File: src/rtl/rip_pkg.sv
// shared types and constants for the ratio interleave pattern block
`timescale 1ns / 1ps
package rip_pkg;

	localparam int ID_W   = 8;
	localparam int PCT_W  = 7;
	localparam int SLOT_W = 7;
	localparam int CYC_W  = 7;
	localparam int PROD_W = SLOT_W + CYC_W;
	localparam int REM_W  = CYC_W + 1;
	localparam int STEP_N = 7;
	localparam int PCT_N  = 1 << PCT_W;
	localparam int FULL_PCT = 100;

	// payload carried through the remainder stages
	typedef struct packed {
		logic              ok;
		logic [ID_W-1:0]   id_a;
		logic [ID_W-1:0]   id_b;
		logic [CYC_W-1:0]  cyc;
		logic [CYC_W-1:0]  rb;
		logic [PROD_W-1:0] prod;
		logic [CYC_W-1:0]  rem;
	} rip_work_t;

endpackage

File: src/rtl/rip_ratio_lut.sv
// per-percentage ratio table: share of b and cycle length, with and without the cap
`timescale 1ns / 1ps
module rip_ratio_lut import rip_pkg::*; #(
	parameter int CYCLE_CAP = 24
) (
	input  logic [PCT_W-1:0] pct,
	input  logic             cap,
	output logic [CYC_W-1:0] rb,
	output logic [CYC_W-1:0] cyc
);

	logic [CYC_W-1:0] rb_u [PCT_N];
	logic [CYC_W-1:0] cyc_u [PCT_N];
	logic [CYC_W-1:0] rb_c [PCT_N];
	logic [CYC_W-1:0] cyc_c [PCT_N];

	// table entries worked out at elaboration
	for (genvar p = 0; p < PCT_N; p++) begin : g_tab
		localparam int PB    = (p > FULL_PCT) ? FULL_PCT : p;
		localparam int PA    = FULL_PCT - PB;
		localparam bit BMAJ  = (PB >= PA);
		localparam int MAJ   = BMAJ ? PB : PA;
		localparam int MIN0  = BMAJ ? PA : PB;
		localparam int MINV  = (MIN0 == 0) ? 1 : MIN0;
		localparam int NV0   = (2 * MAJ + MINV) / (2 * MINV);
		localparam int NV    = (NV0 < 1) ? 1 : NV0;
		localparam int RA    = (PB == 0) ? 1 : ((PB >= FULL_PCT) ? 0 : (BMAJ ? 1 : NV));
		localparam int RB    = (PB == 0) ? 0 : ((PB >= FULL_PCT) ? 1 : (BMAJ ? NV : 1));
		localparam int S     = RA + RB;
		localparam bit DOCAP = (RA > 0) && (RB > 0) && (S > CYCLE_CAP);
		localparam int CA0   = (2 * RA * CYCLE_CAP + S) / (2 * S);
		localparam int CB0   = (2 * RB * CYCLE_CAP + S) / (2 * S);
		localparam int CA    = DOCAP ? ((CA0 < 1) ? 1 : CA0) : RA;
		localparam int CB    = DOCAP ? ((CB0 < 1) ? 1 : CB0) : RB;
		assign rb_u[p]  = CYC_W'(RB);
		assign cyc_u[p] = CYC_W'(S);
		assign rb_c[p]  = CYC_W'(CB);
		assign cyc_c[p] = CYC_W'(CA + CB);
	end

	// select capped or plain entry
	always_comb begin
		rb  = cap ? rb_c[pct] : rb_u[pct];
		cyc = cap ? cyc_c[pct] : cyc_u[pct];
	end

endmodule

File: src/rtl/rip_rem_stage.sv
// seven restoring remainder steps on the top product bits, then a register
`timescale 1ns / 1ps
module rip_rem_stage import rip_pkg::*; (
	input  logic      clk,
	input  logic      arst_n,
	input  logic      en,
	input  logic      vld_in,
	input  rip_work_t d,
	output logic      vld_out,
	output rip_work_t q
);

	rip_work_t nxt;
	logic      vld_q;
	rip_work_t work_q;

	// shift in one product bit per step, subtract the cycle when it fits
	always_comb begin
		logic [REM_W-1:0] r;
		nxt = d;
		r   = REM_W'(d.rem);
		for (int i = 0; i < STEP_N; i++) begin
			r = {r[REM_W-2:0], d.prod[PROD_W-1-i]};
			if (r >= REM_W'(d.cyc)) begin
				r = r - REM_W'(d.cyc);
			end
		end
		nxt.rem  = r[CYC_W-1:0];
		nxt.prod = d.prod << STEP_N;
	end

	// stage register
	always_ff @(posedge clk or negedge arst_n) begin
		if (!arst_n) begin
			vld_q <= 1'b0;
		end else if (en) begin
			vld_q <= vld_in;
		end
	end

	always_ff @(posedge clk) begin
		if (en) begin
			work_q <= nxt;
		end
	end

	assign vld_out = vld_q;
	assign q       = work_q;

endmodule

File: src/rtl/ratio_interleave_pattern_top.sv
// top level of the ratio interleave pattern query pipeline
`timescale 1ns / 1ps
// Answers one pattern query per clock unless stalled: which of two component ids sits at
// a given position of a 1:N interleave cycle, or its capped form, derived from a percentage
// of B, and how long that cycle is. A query passes through a table stage, a multiply stage,
// two remainder stages and an output register; the pipeline moves as one and halts only
// while a finished result is held and not taken.
module ratio_interleave_pattern_top import rip_pkg::*; #(
	parameter int CYCLE_CAP = 24
) (
	input  logic              clk,
	input  logic              arst_n,
	input  logic              in_valid,
	output logic              in_ready,
	input  logic [ID_W-1:0]   first_id,
	input  logic [ID_W-1:0]   second_id,
	input  logic [PCT_W-1:0]  share_b,
	input  logic              cap_cycle,
	input  logic [SLOT_W-1:0] slot,
	output logic              out_valid,
	input  logic              out_ready,
	output logic [ID_W-1:0]   chosen_id,
	output logic [CYC_W-1:0]  cycle_len,
	output logic              ok
);

	logic              en;
	logic [CYC_W-1:0]  lut_rb;
	logic [CYC_W-1:0]  lut_cyc;
	logic              v_s1, v_s2, v_s3, v_s4, v_s5;
	logic              idok_s1;
	logic [ID_W-1:0]   ida_s1, idb_s1;
	logic [CYC_W-1:0]  rb_s1, cyc_s1;
	logic [SLOT_W-1:0] slot_s1;
	rip_work_t         w_s2, w_s3, w_s4;
	logic [ID_W-1:0]   chosen_s5;
	logic [CYC_W-1:0]  cyc_s5;
	logic              ok_s5;
	logic [REM_W-1:0]  rsum;

	// whole pipeline advances unless the output holds an untaken result
	assign en       = !v_s5 || out_ready;
	assign in_ready = en;

	rip_ratio_lut #(.CYCLE_CAP(CYCLE_CAP)) u_lut (
		.pct (share_b),
		.cap (cap_cycle),
		.rb  (lut_rb),
		.cyc (lut_cyc)
	);

	// valid bits
	always_ff @(posedge clk or negedge arst_n) begin
		if (!arst_n) begin
			v_s1 <= 1'b0;
			v_s2 <= 1'b0;
			v_s5 <= 1'b0;
		end else if (en) begin
			v_s1 <= in_valid;
			v_s2 <= v_s1;
			v_s5 <= v_s4;
		end
	end

	// stage 1: ratio lookup and id check
	always_ff @(posedge clk) begin
		if (en) begin
			idok_s1 <= (first_id != '0) && (second_id != '0) && (first_id != second_id);
			ida_s1  <= first_id;
			idb_s1  <= second_id;
			rb_s1   <= lut_rb;
			cyc_s1  <= lut_cyc;
			slot_s1 <= slot;
		end
	end

	// stage 2: slot times b share, range check
	always_ff @(posedge clk) begin
		if (en) begin
			w_s2.ok   <= idok_s1 && (slot_s1 < cyc_s1);
			w_s2.id_a <= ida_s1;
			w_s2.id_b <= idb_s1;
			w_s2.cyc  <= idok_s1 ? cyc_s1 : '0;
			w_s2.rb   <= rb_s1;
			w_s2.prod <= PROD_W'(slot_s1) * PROD_W'(rb_s1);
			w_s2.rem  <= '0;
		end
	end

	// stages 3 and 4: remainder of the product by the cycle length
	rip_rem_stage u_rem_hi (
		.clk     (clk),
		.arst_n  (arst_n),
		.en      (en),
		.vld_in  (v_s2),
		.d       (w_s2),
		.vld_out (v_s3),
		.q       (w_s3)
	);

	rip_rem_stage u_rem_lo (
		.clk     (clk),
		.arst_n  (arst_n),
		.en      (en),
		.vld_in  (v_s3),
		.d       (w_s3),
		.vld_out (v_s4),
		.q       (w_s4)
	);

	// b sits here when the remainder plus the b share reaches the cycle
	assign rsum = REM_W'(w_s4.rem) + REM_W'(w_s4.rb);

	// stage 5: output register
	always_ff @(posedge clk) begin
		if (en) begin
			ok_s5     <= w_s4.ok;
			cyc_s5    <= w_s4.cyc;
			chosen_s5 <= !w_s4.ok ? '0 :
				((rsum >= REM_W'(w_s4.cyc)) ? w_s4.id_b : w_s4.id_a);
		end
	end

	assign out_valid = v_s5;
	assign chosen_id = chosen_s5;
	assign cycle_len = cyc_s5;
	assign ok        = ok_s5;

endmodule
File: config.mk
export PLATFORM = sky130hd
export DESIGN_NAME = ratio_interleave_pattern_top
export DESIGN_NICKNAME = d
export VERILOG_FILES = /design/src/rtl/rip_pkg.sv /design/src/rtl/rip_ratio_lut.sv /design/src/rtl/rip_rem_stage.sv /design/src/rtl/ratio_interleave_pattern_top.sv
export SDC_FILE = /design/constraint.sdc
export NUM_CORES = 1
export LEC_CHECK = 0
export ABC_AREA = 1
export CAP_MARGIN = 20
export CORE_ASPECT_RATIO = 1.25
export CORE_UTILIZATION = 40
export CTS_CLUSTER_DIAMETER = 50
export DETAILED_ROUTE_END_ITERATION = 8
export DONT_BUFFER_PORTS = 1
export PLACE_DENSITY_LB_ADDON = 0.2
export SLEW_MARGIN = 40
export SYNTH_ARGS = -nofsm -noshare
export SYNTH_HDL_FRONTEND = slang
export SYNTH_SLANG_ARGS = --single-unit
File: constraint.sdc
create_clock -name clk -period 11.5 [get_ports clk]
set_input_delay 2.3 -clock clk [delete_from_list [all_inputs] [get_ports clk]]
set_output_delay 2.3 -clock clk [all_outputs]
set_load 0.01 [all_outputs]
* Word level (Yosys, flattened, before mapping)
Memories as Yosys holds them, arrays and structs flattened.
Index checks and enable logic that the tools add are counted.
** Storage, ports and cells
- Register bits :: 187
- Bits in latches :: 0
- Memory bits (writable) :: 0
- ROM bits :: 3584
- Input port bits :: 35
- Output and inout port bits :: 18
- Word-level logic and storage cells :: 104
- Memories kept :: 4
** Memory list
- (no name shown) :: words 128, width 7, read ports 1, clocked after Yosys merged registers in 0, wr ports 0, line rip_ratio_lut.sv:43 : rb = cap ? rb_c[pct] : rb_u[pct];
- (no name shown) :: words 128, width 7, read ports 1, clocked after Yosys merged registers in 0, wr ports 0, line rip_ratio_lut.sv:43
- (no name shown) :: words 128, width 7, read ports 1, clocked after Yosys merged registers in 0, wr ports 0, line rip_ratio_lut.sv:44 : cyc = cap ? cyc_c[pct] : cyc_u[pct];
- (no name shown) :: words 128, width 7, read ports 1, clocked after Yosys merged registers in 0, wr ports 0, line rip_ratio_lut.sv:44
** Cells by class
- Add/subtract/negate cells :: 15
- Multiply operators :: 1
- Div/mod/pow operators :: 0
- $lt $le $gt $ge :: 17
- Eq/ne operators :: 1
- Shift operators :: 0
- Mux-type cells :: 25
- Bitwise logic cells :: 1
- Reductions and logical operators :: 7
** Operators by type and width (count)
- 7-bit two-way mux :: 24
- 8-bit by 7-bit greater-or-equal comparator with 1-bit output :: 14
- 7-bit subtractor :: 13
- 8-bit nonzero test :: 2
- 7-bit by 7-bit multiplier with 14-bit output :: 1
- 7-bit by 7-bit adder with 8-bit output :: 1
- 8-bit greater-or-equal comparator (second input constant) :: 1
- 8-bit two-way mux :: 1
- 8-bit != test :: 1
- 7-bit NOT with 8-bit output :: 1
- 1-bit by 7-bit greater-or-equal comparator with 1-bit output :: 1
- 7-bit < comparator :: 1
- 1-bit by 7-bit subtractor with 7-bit output :: 1
- 1-bit logical AND :: 3
- 1-bit logical NOT :: 1
- 1-bit logical OR :: 1

* Longest topological paths before layout
Gate-level depths: netlist of the first run.
- Word-level depth :: 14
- Gate-level depth with buffers :: 80

* Hierarchy
A second synthesis of the first run with hierarchy kept.
** Unflattened totals
- Cells, all modules :: 1720
- Area total of the unflattened synthesis :: 15328.5 µm²
** By module, submodules not included
- ratio_interleave_pattern_top :: times used 1, cells an instance 512, area each 5715.5 µm²
- rip_rem_stage (u_rem_hi) :: times used 1, cells an instance 528, area each 4364.2 µm²
- rip_rem_stage (u_rem_lo) :: times used 1, cells an instance 508, area each 4280.4 µm²
- rip_ratio_lut :: times used 1, cells an instance 172, area each 968.4 µm²

* Worst setup path before layout of the first run
No wires, ideal clock.
- Kind :: register to register
- Start :: reg u_rem_hi.work_q, in the netlist u_rem_hi.q[29]
- End :: reg u_rem_lo.work_q, in the netlist u_rem_lo.q[1], data pin
- Library setup time :: 0.253 ns
- Arrival time :: 10.971 ns
- Required time :: 11.247 ns
- Slack :: 0.277 ns
- Cell stages (with the launch flop) :: 70
- Period minus slack after synthesis :: 11.223 ns
- Path through :: edfxtp_1 inv_1 fa_1 nand2_1 nand2_1 nand2_2 nand2_2 nand2_2 nand2_4 o21ai_0 inv_1 fa_1 nand3b_1 nand3_1 nand2_1 nand3_4 buf_6 o21a_1 [34 not listed] nor2_1 a211o_1 nand2_1 o311ai_0 inv_1 nand3_4 nand2_1 o21ai_1 fa_1 nand3_1 nand2_1 a21oi_1 o21bai_1 a31o_2 a21oi_1 nand3_2 nand2_1 nand2_1
** RTL lines
- start: declaration :: line rip_rem_stage.sv:15 : rip_work_t work_q;
- start signal: assignment :: line rip_rem_stage.sv:43 : work_q <= nxt;
- end signal: assignment :: line rip_rem_stage.sv:43
- end: declaration :: line rip_rem_stage.sv:15

==> impl_metrics.csv, run 1 <==
group,metric,value,unit
timing,skew,12.11,ps
cts,numCtsBuffers,17,
outcome,status,"completed",
cts,clockRootBuffer,"clkbuf_16",
cts,cts_sinks,187,
place,placed_area,0.01473,sq mm
die,dieArea,0.03555,sq mm
critical_path,cp_data_required_time,11690,ps
cts,worstSkewPairLatency,440,ps
routing,vias,10126,
cts,h-tree-depth,4,
worst_hold_path,min_path_type,"reg -> reg",
critical_path,cpMaxStageDelayCell,"edfxtp_1",
routing,drc,0,
yosys,syn_nets,1730,
yosys,synth.cell_area,0.01392,sq mm
global_routing,grt_pass1_vias,10065,
die,io_pins,53,
critical_path,cpMostUsedCell,"nand2_1",
global_routing,grt_max_degree,90,
place,dp_hpwl,22700,um
routing,wl_per_cell,14.48,um
timing,worst_slew_pin_slew,755.3,ps
place,place_congestion,0.8998,
routing,drt_iter0_markers,569,
routing,wl,29710,um
yosys,syn_area_per_cell,9.260,sq um
routing,drtAntennaViolNets,0,
yosys,synth_ff_type,"edfxtp_1",
die,initial_core_util,40.55,%
critical_path,path_class,"reg -> reg",
timing,hold_viol,0,
die,design.core.area,0.03433,sq mm
yosys,yosysWarnings,0,
routing,first_pass_iters,5,
yosys,ys_async_sr_fraction,2.674,%
yosys,synthCells,1503,
critical_path,end_kind,"register",
cells_and_area,area.growth.synth_to_final,14.08,%
cells_and_area,utilization,46.25,%
critical_path,crit_arrival,10990,ps
cts,postCtsHoldBufs,0,
critical_path,start_kind,"register",
yosys,synth_seq_cells,187,
timing,finalSetupViolCount,0,
die,num_rows,76,
routing,vias_per_cell,4.937,
global_routing,grt_pass1_wl,48470,um
timing,fin_crit_sh,93.92,%
die,die_h,210.6,um
cts,cts.path.max_buffers,2,
cts,path_clk_slew,80,ps
critical_path,crit_path_max_fanout,7,
cells_and_area,drive_gt1_share,13.96,%
place,portBuffers,0,
cells_and_area,final_area,0.01588,sq mm
die,die_x,168.8,um
run,cap_violations,0,
yosys,synthDistinctLibCells,58,
timing,slew_viol_final,0,
timing,min_period,10800,ps
yosys,synth.yosys.seq_area_share,40.17,%
global_routing,antenna_found_initial,0,
cells_and_area,nets,1797,
global_routing,grt_usage,17.21,%
critical_path,cpPeakStageDelay,380,ps
timing,fmax,0.09258,GHz
cells_and_area,antenna_cells,0,
yosys,synth_edf_count,182,
global_routing,overflow,0,
cts,cts_tree,"yes",
timing,max-slew-margin-rel,49.65,%
## worst max-delay path, delay by kind of cell (launching register included)
kind                       cells  cell delay [ps]
and+or+nand+nor               28             2830
buffers and inverters         10             1060
AOI/OAI and AO/OA             25             4070
adders and majority gates      8             2160
DFF                            1              380
## placed cells by master (no fill, tap or decap), types with 44 or more instances in the layout
| master | netlist | routed |
|---|---|---|
| nand2_1 | 302 | 291 |
| inv_1 | 266 | 263 |
| edfxtp_1 | 182 | 182 |
| ha_1 | 154 | 145 |
| a21oi_1 | 85 | 74 |
| nor2_1 | 71 | 70 |
| xor2_1 | 55 | 55 |
| buf_4 | 1 | 55 |
| nand3_1 | 53 | 51 |
| o21ai_0 | 60 | 44 |
## area by class of cell
type,instances,area [sq um]
clock buffers,18,429.2
clock inverters,14,197.7
fillers,3269,18450
inverters,276,1039
multi-input cells,1031,7601
flip-flops and latches,187,5590
well taps,468,585.6
repair buffers,57,435.4
## state kept, by name, summed over array words and instances (netlist names)
name	flops
u_rem_hi.q	45
w_s2	45
u_rem_lo.q	38
chosen_id	8
ida_s1	8
idb_s1	8
cyc_s1	7
cycle_len	7
rb_s1	7
slot_s1	7
idok_s1	1
ok	1
out_valid	1
u_rem_hi.vld_out	1
u_rem_lo.vld_out	1
v_s1	1
v_s2	1
## per-stage QoR
stage / worst slack, ps / setup TNS, ps / hold WS [ps] / std cells
detailed placement: -344.5 / -2321 / 404.5 / 1996
floorplan: 276.8 / 0 / 400.3 / 1503
global route: -117.9 / -864.3 / 424.4 / 2051
CTS: 53.70 / 0 / 413.2 / 2029
finish: 698.9 / 0 / 412.1 / 2051
global placement: 177.4 / 0 / 400.4 / 1996
## repair_timing
action	4_1_cts	5_1_grt
resized for setup	8	79
endpoints found under the setup margin	7	14
pin swaps	1	24
buffers inserted	1	18
endpoints found under the hold margin	0	0
gates cloned	0	3
## synth_stat cells, drive strengths merged, types with 4 or more instances
library cell / instances / area (sq um)
nand2: 319 / 1275
clkbuf: 8 / 30.03
fa: 38 / 760.7
o211ai: 4 / 30.03
o31ai: 7 / 57.55
or2: 6 / 37.54
a211oi: 7 / 52.55
o21bai: 7 / 52.55
xor2: 55 / 481.7
ha: 154 / 1927
nand4: 16 / 100.1
o21ai: 86 / 445.4
buf: 4 / 41.29
xnor2: 21 / 183.9
a21oi: 89 / 468.0
nor4: 9 / 56.30
dfrtp: 5 / 125.1
o21a: 13 / 97.59
a21o: 4 / 30.03
edfxtp: 182 / 5465
nand3: 66 / 432.9
nor3: 16 / 96.35
inv: 274 / 1028
nor2: 79 / 369.1
## worst paths after layout
| check | start | end | slack, ps | cells after the start |
|---|---|---|---|---|
| worst min register to register | u_rem_hi.q[26] | u_rem_lo.q[26] | 410 | 0 |
| worst max register to register | u_rem_hi.q[20] | u_rem_lo.q[0] | 700 | 71 |
| max in group asynchronous | arst_n | out_valid | 9890 | 0 |
| worst max-delay path | u_rem_hi.q[20] | u_rem_lo.q[0] | 700 | 71 |
| min in group asynchronous | arst_n | u_rem_lo.vld_out | 1540 | 0 |
| worst min-delay path | u_rem_hi.q[26] | u_rem_lo.q[26] | 410 | 0 |
## cells by family (layout without fill, tap and decap cells)
logic type	after synthesis	in the layout	share of synthesized area (%)
simple gates	516	519	17.26
flops	187	187	40.17
fa+ha+maj	192	192	19.31
buf+inv	288	365	7.956
xor+xnor	76	76	4.782
compound gates	241	241	10.28
mux	3	3	0.2427
## metal layers
layer,up-vias,GRT usage (%),wire length (um)
met2,172,32.10,15800
met4,0,5.047,453
met5,-,0,0
met1,4754,19.98,12560
met3,31,2.854,893
li1,5169,-,-
Power of run 1 is left out: the tool's default activity adds up to more than one toggle a clock period on the data nets, which glitch-free logic cannot reach.
==> inputs of run 2 (changes only) <==
Settings changed: CORE_UTILIZATION 40 to 57.
==> impl_metrics.csv, run 2 (synthesis gave the netlist of run 1 again) <==
group,metric,value,unit
global_routing,grt_usage,23.49,%
die,die_x,141.8,um
timing,worst_slew_pin_slew,771.7,ps
die,die_h,176.7,um
critical_path,start_kind,"register",
cts,numCtsBuffers,17,
cts,worstSkewPairLatency,440,ps
global_routing,grt_max_degree,91,
die,initial_core_util,58.27,%
global_routing,antenna_found_initial,1,
cts,cts_sinks,187,
routing,wl,29130,um
timing,holdWs,413.5,ps
outcome,status,"completed",
routing,drtAntennaViolNets,0,
worst_hold_path,whs_path_depth,0,
critical_path,end_kind,"register",
cells_and_area,mostFrequentLayoutCells,"294 x nand2_1, 263 x inv_1, 182 x edfxtp_1",
cells_and_area,mostFrequentLayoutCell,"nand2_1",
place,portBuffers,0,
cts,cts.path.max_buffers,2,
critical_path,cpMaxStageDelayCell,"fa_1",
global_routing,overflow,0,
place,placed_area,0.01448,sq mm
place,place_congestion,0.9294,
cells_and_area,area.growth.synth_to_final,12.18,%
timing,fin_crit_sh,93.17,%
cells_and_area,nets,1793,
timing,fmax,0.09333,GHz
routing,drt_iter0_markers,501,
timing,fin_setup_tns,0,ps
global_routing,grt_pass1_wl,46100,um
routing,drc,0,
global_routing,grt_busiest_layer,"met2",
timing,slew_viol_final,0,
global_routing,met2_usage,43.60,%
global_routing,met3_usage,2.976,%
routing,vias,10210,
cts,cts_tree,"yes",
cells_and_area,final_area,0.01561,sq mm
place,post-place-ws,-72.98,ps
cts,postCtsHoldBufs,0,
cts,h-tree-depth,4,
routing,wl_per_cell,15.30,um
global_routing,grt_pass1_vias,9833,
global_routing,met1_usage,27.38,%
die,io_pins,53,
timing,hold_viol,0,
run,cap_violations,0,
timing,finalSetupViolCount,0,
cts,clockRootBuffer,"clkbuf_16",
critical_path,crit_arrival,10910,ps
critical_path,crit_path_max_fanout,9,
critical_path,cpMostUsedCell,"nand2_1",
timing,skew,18.44,ps
critical_path,rr_worst_depth,72,
timing,fin_ws,784.9,ps
die,dieArea,0.02505,sq mm
critical_path,path_class,"reg -> reg",
die,design.core.area,0.02388,sq mm
critical_path,cpPeakStageDelay,440,ps
worst_hold_path,min_path_type,"reg -> reg",
timing,max-slew-margin-rel,48.56,%
critical_path,cp_data_required_time,11700,ps
cts,path_clk_slew,80,ps
timing,min_period,10720,ps
die,num_rows,63,
cells_and_area,drive_gt1_share,13.43,%
routing,first_pass_iters,5,
place,dp_hpwl,22270,um
routing,vias_per_cell,5.362,
run 2: cell count changes in the layout (fill, tap and decap cells not counted), sizes merged:
| cell | change |
|---|---|
| nand3 | +1 |
| clkbuf | -1 |
| bufinv | -1 |
| clkinvlp | +1 |
| diode | +1 |
| buf | -5 |
run 2: worst max-delay path, delay by kind of cell, from the launching register on:
family / cells / cell delay, ps
flops: 1 / 380
simple gates: 32 / 3030
fa+ha+maj: 8 / 2580
compound gates: 21 / 3420
buf+inv: 11 / 1060
run 2: per-layer routing:
| metal | vias to the layer above | wire length (um) |
|---|---|---|
| li1 | 5160 | - |
| met1 | 4773 | 12070 |
| met2 | 208 | 15170 |
| met3 | 69 | 934 |
| met4 | 0 | 956 |
| met5 | - | 0 |
run 2: final timing paths:
check | from | slack [ps] | to
worst max-delay path | u_rem_hi.q[20] | 780 | u_rem_lo.q[5]
worst min register to register | ida_s1[5] | 410 | w_s2[48]
min in group asynchronous | arst_n | 1560 | v_s1
worst max register to register | u_rem_hi.q[20] | 780 | u_rem_lo.q[5]
worst min-delay path | ida_s1[5] | 410 | w_s2[48]
max in group asynchronous | arst_n | 9880 | v_s1
run 2: layout make-up:
type                       count  area, sq um
fill                        1922         8270
multi-input combinational   1032         7586
sequential                   187         5590
inverter                     276         1041
clock buffer                  17        425.4
tap                          325        406.6
timing repair buffer          52        394.1
clock inverter                14        167.7
antenna                        1        2.502
run 2: metrics by stage:
step	util (%)	std cells
final	65.37	1904
after global placement	60.62	1845
after detailed placement	60.64	1845
after global routing	65.36	1903
after floorplan	-	1503
after CTS	63.16	1876
run 2: repair_timing:
action / CTS / global route
buffers inserted: 0 / 23
resized for setup: 3 / 84
pin swaps: 0 / 35
endpoints found under the setup margin: 12 / 14
gates cloned: 0 / 4
endpoints found under the hold margin: 0 / 0
Power of run 2 is left out for the same reason.
